### src/rtl/core/scld_pkg.sv
package scld_pkg;

    // default line capacity, one position is held back so at most capacity-1 bytes are kept
    localparam int LINE_CAPACITY_DEF = 32;

    // command kinds
    localparam logic [1:0] KIND_READ    = 2'd0;
    localparam logic [1:0] KIND_DAC     = 2'd1;
    localparam logic [1:0] KIND_INVALID = 2'd2;

    // display glyphs
    localparam logic [1:0] GLYPH_NONE = 2'd0;
    localparam logic [1:0] GLYPH_L    = 2'd1;
    localparam logic [1:0] GLYPH_T    = 2'd2;
    localparam logic [1:0] GLYPH_V    = 2'd3;

    // line end and special characters
    localparam logic [7:0] CHAR_CR    = 8'h0D;
    localparam logic [7:0] CHAR_LF    = 8'h0A;
    localparam logic [7:0] CHAR_NUL   = 8'h00;
    localparam logic [7:0] CHAR_SPACE = 8'h20;
    localparam logic [7:0] CHAR_TAB   = 8'h09;
    localparam logic [7:0] SIGN_POS   = 8'h2B;
    localparam logic [7:0] SIGN_NEG   = 8'h2D;
    localparam logic [7:0] CHAR_ZERO  = 8'h30;
    localparam logic [7:0] CHAR_NINE  = 8'h39;

    // command words, first character in the top byte
    localparam logic [71:0] WORD_AIN0 = {"Read_AIN", "0"};
    localparam logic [71:0] WORD_AIN1 = {"Read_AIN", "1"};
    localparam logic [71:0] WORD_AIN3 = {"Read_AIN", "3"};
    localparam logic [63:0] WORD_DAC  = {"Set_DAC", "_"};
    localparam int          READ_LEN  = 9;
    localparam int          DAC_LEN   = 8;

    // converter control bytes
    localparam logic [7:0] CTRL_DAC       = 8'h40;
    localparam logic [7:0] CTRL_CHAN_MASK = 8'h03;
    localparam logic [8:0] DAC_MAX        = 9'd255;
    localparam logic [8:0] DAC_SAT        = 9'd256;

    // number parser phases
    localparam logic [1:0] NUM_SKIP = 2'd0;
    localparam logic [1:0] NUM_IN   = 2'd1;
    localparam logic [1:0] NUM_DONE = 2'd2;

    typedef struct packed {
        logic [7:0] bus_control_byte;
        logic [7:0] dac_value;
        logic [1:0] glyph_letter;
        logic [1:0] analog_channel;
        logic [1:0] command_kind;
    } scld_result_t;

    localparam int RESULT_W = $bits(scld_result_t);
    localparam int TDATA_W  = ((RESULT_W + 7) / 8) * 8;

    // character of a read word at a position below READ_LEN
    function automatic logic [7:0] read_char(input logic [71:0] w, input logic [3:0] pos);
        return w[8 * (READ_LEN - 1 - int'(pos)) +: 8];
    endfunction

    // character of the dac prefix at a position below DAC_LEN
    function automatic logic [7:0] dac_char(input logic [3:0] pos);
        return WORD_DAC[8 * (DAC_LEN - 1 - int'(pos)) +: 8];
    endfunction

endpackage

### src/rtl/core/scld_line_decoder.sv
module scld_line_decoder import scld_pkg::*; #(
    parameter int LINE_CAPACITY = LINE_CAPACITY_DEF
) (
    input  logic         aclk,
    input  logic         aresetn,
    input  logic         step_en,
    input  logic [7:0]   rx_byte,
    output logic         result_valid,
    output scld_result_t result
);

    localparam int             CW       = $clog2(LINE_CAPACITY);
    localparam logic [CW-1:0]  LAST_POS = CW'(LINE_CAPACITY - 1);
    localparam logic [CW-1:0]  POS_READ = CW'(READ_LEN);
    localparam logic [CW-1:0]  POS_DAC  = CW'(DAC_LEN);

    logic [CW-1:0] count_reg, count_next;
    logic [2:0]    exact_reg, exact_next;
    logic          prefix_reg, prefix_next;
    logic [1:0]    phase_reg, phase_next;
    logic          neg_reg, neg_next;
    logic [8:0]    value_reg, value_next;
    logic          ended_reg, ended_next;

    logic          is_eol;
    logic          is_digit;
    logic          is_blank;
    logic [3:0]    pos;
    logic [11:0]   acc;

    assign is_eol   = (rx_byte == CHAR_CR) || (rx_byte == CHAR_LF);
    assign is_digit = (rx_byte >= CHAR_ZERO) && (rx_byte <= CHAR_NINE);
    assign is_blank = (rx_byte == CHAR_SPACE) || ((rx_byte >= CHAR_TAB) && (rx_byte <= CHAR_CR));
    assign pos      = count_reg[3:0];
    assign acc      = {3'b000, value_reg} * 12'd10 + {8'h00, rx_byte[3:0]};

    // incremental matching and line end handling
    always_comb begin
        count_next   = count_reg;
        exact_next   = exact_reg;
        prefix_next  = prefix_reg;
        phase_next   = phase_reg;
        neg_next     = neg_reg;
        value_next   = value_reg;
        ended_next   = ended_reg;
        result_valid = 1'b0;
        if (!is_eol) begin
            if (count_reg < LAST_POS) begin
                count_next = count_reg + CW'(1);
                if (!ended_reg) begin
                    // exact read words
                    if (count_reg < POS_READ) begin
                        if (rx_byte != read_char(WORD_AIN0, pos)) exact_next[0] = 1'b0;
                        if (rx_byte != read_char(WORD_AIN1, pos)) exact_next[1] = 1'b0;
                        if (rx_byte != read_char(WORD_AIN3, pos)) exact_next[2] = 1'b0;
                    end else if (rx_byte != CHAR_NUL) begin
                        exact_next = 3'b000;
                    end
                    // dac prefix, then the decimal number
                    if (count_reg < POS_DAC) begin
                        if (rx_byte != dac_char(pos)) prefix_next = 1'b0;
                    end else if (rx_byte != CHAR_NUL) begin
                        case (phase_reg)
                            NUM_SKIP: begin
                                if (is_blank) begin
                                    phase_next = NUM_SKIP;
                                end else if ((rx_byte == SIGN_POS) || (rx_byte == SIGN_NEG)) begin
                                    neg_next   = (rx_byte == SIGN_NEG);
                                    phase_next = NUM_IN;
                                end else if (is_digit) begin
                                    value_next = {5'b00000, rx_byte[3:0]};
                                    phase_next = NUM_IN;
                                end else begin
                                    phase_next = NUM_DONE;
                                end
                            end
                            NUM_IN: begin
                                if (is_digit) begin
                                    value_next = (acc > 12'(DAC_MAX)) ? DAC_SAT : acc[8:0];
                                end else begin
                                    phase_next = NUM_DONE;
                                end
                            end
                            default: begin
                                phase_next = phase_reg;
                            end
                        endcase
                    end
                    if (rx_byte == CHAR_NUL) ended_next = 1'b1;
                end
            end
        end else if (count_reg != '0) begin
            result_valid = 1'b1;
            count_next   = '0;
            exact_next   = 3'b111;
            prefix_next  = 1'b1;
            phase_next   = NUM_SKIP;
            neg_next     = 1'b0;
            value_next   = '0;
            ended_next   = 1'b0;
        end
    end

    // decode of the finished line
    always_comb begin
        result = '0;
        result.command_kind = KIND_INVALID;
        if ((count_reg >= POS_READ) && exact_reg[1]) begin
            result.command_kind   = KIND_READ;
            result.analog_channel = 2'd1;
            result.glyph_letter   = GLYPH_T;
        end else if ((count_reg >= POS_READ) && exact_reg[2]) begin
            result.command_kind   = KIND_READ;
            result.analog_channel = 2'd3;
            result.glyph_letter   = GLYPH_V;
        end else if ((count_reg >= POS_READ) && exact_reg[0]) begin
            result.command_kind   = KIND_READ;
            result.analog_channel = 2'd0;
            result.glyph_letter   = GLYPH_L;
        end else if ((count_reg >= POS_DAC) && prefix_reg) begin
            result.command_kind     = KIND_DAC;
            result.dac_value        = neg_reg ? 8'h00 :
                                      ((value_reg > DAC_MAX) ? DAC_MAX[7:0] : value_reg[7:0]);
            result.bus_control_byte = CTRL_DAC;
        end
        if (result.command_kind == KIND_READ) begin
            result.bus_control_byte = {6'b000000, result.analog_channel} & CTRL_CHAN_MASK;
        end
    end

    // line state
    always_ff @(posedge aclk) begin
        if (!aresetn) begin
            count_reg  <= '0;
            exact_reg  <= 3'b111;
            prefix_reg <= 1'b1;
            phase_reg  <= NUM_SKIP;
            neg_reg    <= 1'b0;
            value_reg  <= '0;
            ended_reg  <= 1'b0;
        end else if (step_en) begin
            count_reg  <= count_next;
            exact_reg  <= exact_next;
            prefix_reg <= prefix_next;
            phase_reg  <= phase_next;
            neg_reg    <= neg_next;
            value_reg  <= value_next;
            ended_reg  <= ended_next;
        end
    end

endmodule

### src/rtl/core/serial_command_line_decoder_top.sv
// a command line result is registered in the output stage once its CR or LF byte leaves the input register
// throughput: one received byte per cycle; only the line end of a non-empty line waits while a result is held
// a line gives one result at its end, bytes inside a line give none
// reset: synchronous active-low aresetn clears both stages and returns the line to empty
module serial_command_line_decoder_top import scld_pkg::*; #(
    parameter int LINE_CAPACITY = LINE_CAPACITY_DEF
) (
    input  logic               aclk,
    input  logic               aresetn,
    input  logic               s_tvalid,
    output logic               s_tready,
    input  logic [7:0]         s_tdata,   // rx_byte
    output logic               m_tvalid,
    input  logic               m_tready,
    // command_kind, analog_channel, glyph_letter, dac_value, bus_control_byte, zero fill
    output logic [TDATA_W-1:0] m_tdata
);

    logic         in_valid_reg, in_valid_next;
    logic [7:0]   in_byte_reg;
    logic         out_valid_reg, out_valid_next;
    scld_result_t out_reg;
    logic         advance;
    logic         res_valid;
    scld_result_t res;

    // input stage moves on unless its line end would overwrite a waiting result
    assign advance  = in_valid_reg && (!res_valid || !out_valid_reg || m_tready);
    assign s_tready = !in_valid_reg || advance;

    scld_line_decoder #(
        .LINE_CAPACITY(LINE_CAPACITY)
    ) u_decoder (
        .aclk         (aclk),
        .aresetn      (aresetn),
        .step_en      (advance),
        .rx_byte      (in_byte_reg),
        .result_valid (res_valid),
        .result       (res)
    );

    // handshake control
    always_comb begin
        in_valid_next = s_tready ? s_tvalid : in_valid_reg;
        if (advance && res_valid) begin
            out_valid_next = 1'b1;
        end else if (m_tready) begin
            out_valid_next = 1'b0;
        end else begin
            out_valid_next = out_valid_reg;
        end
    end

    always_ff @(posedge aclk) begin
        if (!aresetn) begin
            in_valid_reg  <= 1'b0;
            out_valid_reg <= 1'b0;
        end else begin
            in_valid_reg  <= in_valid_next;
            out_valid_reg <= out_valid_next;
        end
    end

    // payload registers
    always_ff @(posedge aclk) begin
        if (s_tvalid && s_tready) begin
            in_byte_reg <= s_tdata;
        end
        if (advance && res_valid) begin
            out_reg <= res;
        end
    end

    assign m_tvalid = out_valid_reg;
    assign m_tdata  = TDATA_W'(out_reg);

endmodule

### config.mk
export PLATFORM = sky130hd
export DESIGN_NAME = serial_command_line_decoder_top
export DESIGN_NICKNAME = d
export VERILOG_FILES = /design/src/rtl/core/scld_pkg.sv /design/src/rtl/core/scld_line_decoder.sv /design/src/rtl/core/serial_command_line_decoder_top.sv
export SDC_FILE = /design/constraint.sdc
export NUM_CORES = 1
export LEC_CHECK = 0
export BUFFER_PORTS_ARGS = -buffer_cell sky130_fd_sc_hd__buf_2
export CAP_MARGIN = 15
export CORE_ASPECT_RATIO = 0.5
export CORE_MARGIN = 2
export CORE_UTILIZATION = 55
export DETAILED_ROUTE_END_ITERATION = 10
export PLACE_DENSITY = 0.73
export SYNTH_ARGS = -nofsm -noshare
export SYNTH_HDL_FRONTEND = slang
export SYNTH_HIERARCHICAL = 1
export SYNTH_SLANG_ARGS = --single-unit
export TNS_END_PERCENT = 20
### constraint.sdc
create_clock -name aclk -period 4 [get_ports aclk]
set_input_delay 0 -clock aclk [delete_from_list [all_inputs] [get_ports aclk]]
set_output_delay 0 -clock aclk [all_outputs]
set_load 0.005 [all_outputs]
==> results_dict.tcl <==
set metrics [dict create \
    synth_area_leaders "edfxtp_1, dfxtp_1, ha_1" \
    timing.rr.start "u_decoder/count_reg[1]" \
    core_area_um2 6600 \
    grtUsageTotal_pct 22.8 \
    area_growth_pct 11.3 \
    power_density_nw_per_um2 299 \
    grt_max_degree 27 \
    numPortBuffers 35 \
    ys_types 70 \
    r2r_end "u_decoder/value_reg[1]" \
    die_h_um 62.1 \
    grt_remaining_overflow 0 \
    crit_arrival_ns 3.58 \
    synth_area_leader_cell "edfxtp_1" \
    cts_tree "yes" \
    timing.fmax_mhz 291 \
    dp.cells 508 \
    ys_warn_count 6 \
    grt_pass1_wl_um 13900 \
    synthFlopType "edfxtp_1" \
    clockRootBuffer "clkbuf_16" \
    cp-start-kind "flop" \
    largest_reg_flops 22 \
    ys_seq_elements 54 \
    rrSetupSlack_ns 0.57 \
    hpwlAfterDp_um 6020 \
    endpoint_kind "flop" \
    synth-async-reset-ratio_pct 0 \
    wl_um 8420 \
    rows 21 \
    p_leak_nw 1.60 \
    postCtsSetupBuffers 0 \
    hp-class "in2reg" \
    setup_slack_ns 0.569 \
    fill_cells 542 \
    syn_area_um2 3710 \
    ios 38 \
    vias 3089 \
    avgSynthCellArea_um2 9.24 \
    period_share_pct 85.8 \
    required_ns 4.15 \
    holdWs_ns 0.00620 \
    wl_per_cell_um 16.0 \
    clkLatencyLatePin_ns 0.29 \
    status "complete, no violations" \
    clkTransAtPathRegs_ns 0.08 \
    slew_headroom_pct 52.4 \
    tns_ns 0 \
    drive_gt1_share_pct 14.8 \
    power_w 0.00124 \
    gp_congestion 0.894 \
    initial_core_util_pct 56.3 \
    crit_type "reg2reg" \
    rsz0062_at_grt "no" \
    final_hold_viol_count 0 \
    drc 0 \
    startpoint "u_decoder/count_reg[1]" \
    dp_slack_ns 0.679 \
    crit_end "u_decoder/value_reg[1]" \
    fin_skew_ns 0.00733 \
    instances_no_fill 525 \
    final_nets 466 \
    setup_viol 0 \
    cts_resized 0 \
    synth_enable_flop_cells 30 \
    synth.top_cells.by_count "nor2_1, edfxtp_1, dfxtp_1, a21oi_1, o21ai_0" \
    dr.pass1.iters 5 \
    grt_pass1_vias 2965 \
    diodes 0 \
    yosysMostFrequentCell "nor2_1" \
    hold_buffers 9 \
    postRouteAntennaNets 0 \
    die_x_um 120 \
    htree_levels 2 \
    ir_drop_v 0.000162 \
    finalMaxSlewViolations 0 \
    drt-initial-drc-count 218 \
    antenna_found_initial 0 \
    syn_inst 402 \
    die_area_um2 7470 \
    cap_violations 0 \
    cp_max_fo 19 \
    fin_crit_ns 3.43 \
    reg2regPathDepth 10 \
    synth_seq_area_share_pct 37.2 \
    tightest_slew_ns 0.694 \
    cts_sinks 54 \
    cts_buffers 5 \
    synth_top_area_share_pct 24.3 \
    vias_per_cell 5.88 \
    max-clock-path-buffers 2 \
]
==> worst max-delay path, cell delays in order (launching register included) <==
cell and delay, ns:
dfxtp_1 0.53, inv_1 0.27, ha_1 0.19, or4b_2 0.60
o2111ai_1 0.14, inv_1 0.18, a21boi_1 0.40, o211ai_2 0.29
and2_0 0.35, a32oi_1 0.23, o21ai_0 0.11
==> through the flow <==
stage               instance area (µm²)  util, %
floorplan                          3730        -
global placement                   3890     58.9
detailed placement                 3890     58.9
CTS                                4130     62.6
global route                       4130     62.6
finish                             4130     62.6
==> layout make-up <==
type	count	area, µm²	share of cell area (%)
Clock inverter	3	28.8	0.697
Tap cell	92	115	2.79
Multi-Input combinational cell	310	2130	51.5
Clock buffer	5	125	3.03
Sequential cell	54	1380	33.4
Timing Repair Buffer	50	310	7.51
Inverter	11	41.3	0.999
==> kinds of logic (layout without fill, tap and decap cells) <==
kind of cell | Yosys count | in the layout | share of synthesized area, %
simple gates | 137 | 137 | 19.9
other cells | 2 | 7 | 0.202
flops | 54 | 54 | 37.2
compound gates | 108 | 108 | 19.9
fa+ha+maj | 23 | 23 | 8.09
mux | 6 | 6 | 1.79
buf+inv | 43 | 69 | 6.03
xor+xnor | 29 | 29 | 6.84
==> cells in the final DEF (no fill, tap or decap), types with 4 or more instances in the layout <==
master,synthesis,layout
edfxtp_1,30,30
clkbuf_16,0,5
o21ai_0,23,23
a31oi_1,4,4
nand2b_1,4,4
nand4_1,7,7
buf_2,5,35
nand3_1,13,13
conb_1,2,7
nand2_1,21,21
nor3b_1,8,8
dlygate4sd3_1,0,9
xor2_1,19,19
nor2b_1,9,9
and2_1,4,4
o21a_1,14,14
ha_1,20,20
buf_4,11,6
inv_1,10,10
a21oi_1,23,23
mux2i_1,4,4
nor3_1,9,9
dfxtp_1,24,24
a32oi_1,4,4
xnor2_1,10,10
nor2_1,41,40
==> routing by layer <==
metal / up-vias / share of wire, % / track usage [%]
li1: 1514 / - / -
met1: 1456 / 46 / 29.9
met2: 106 / 48 / 38.5
met3: 13 / 5.5 / 4.23
met4: 0 / 1.2 / 7.35
met5: - / 0 / 0
==> worst min path at each step <==
stage | endpoint | slack, ns | cells after the start | start
floorplan | in_byte_reg[0] | 0.1 | 0 | s_tdata[0]
detailed placement | in_byte_reg[4] | 0.18 | 1 | s_tdata[4]
global route | m_tvalid | 0.02 | 3 | m_tready
finish | m_tvalid | 0.006 | 3 | m_tready
global placement | in_byte_reg[1] | 0.18 | 1 | s_tdata[1]
CTS | m_tvalid | 0.008 | 3 | m_tready
==> where the power goes <==
part           switching (W)  internal, W  total (W)  leakage [nW]
Combinational      0.0000929    0.0000727   0.000166          1.06
Sequential         0.0000277     0.000595   0.000623         0.462
Clock               0.000207     0.000240   0.000447        0.0763
(Power assumes the default switching activity.)
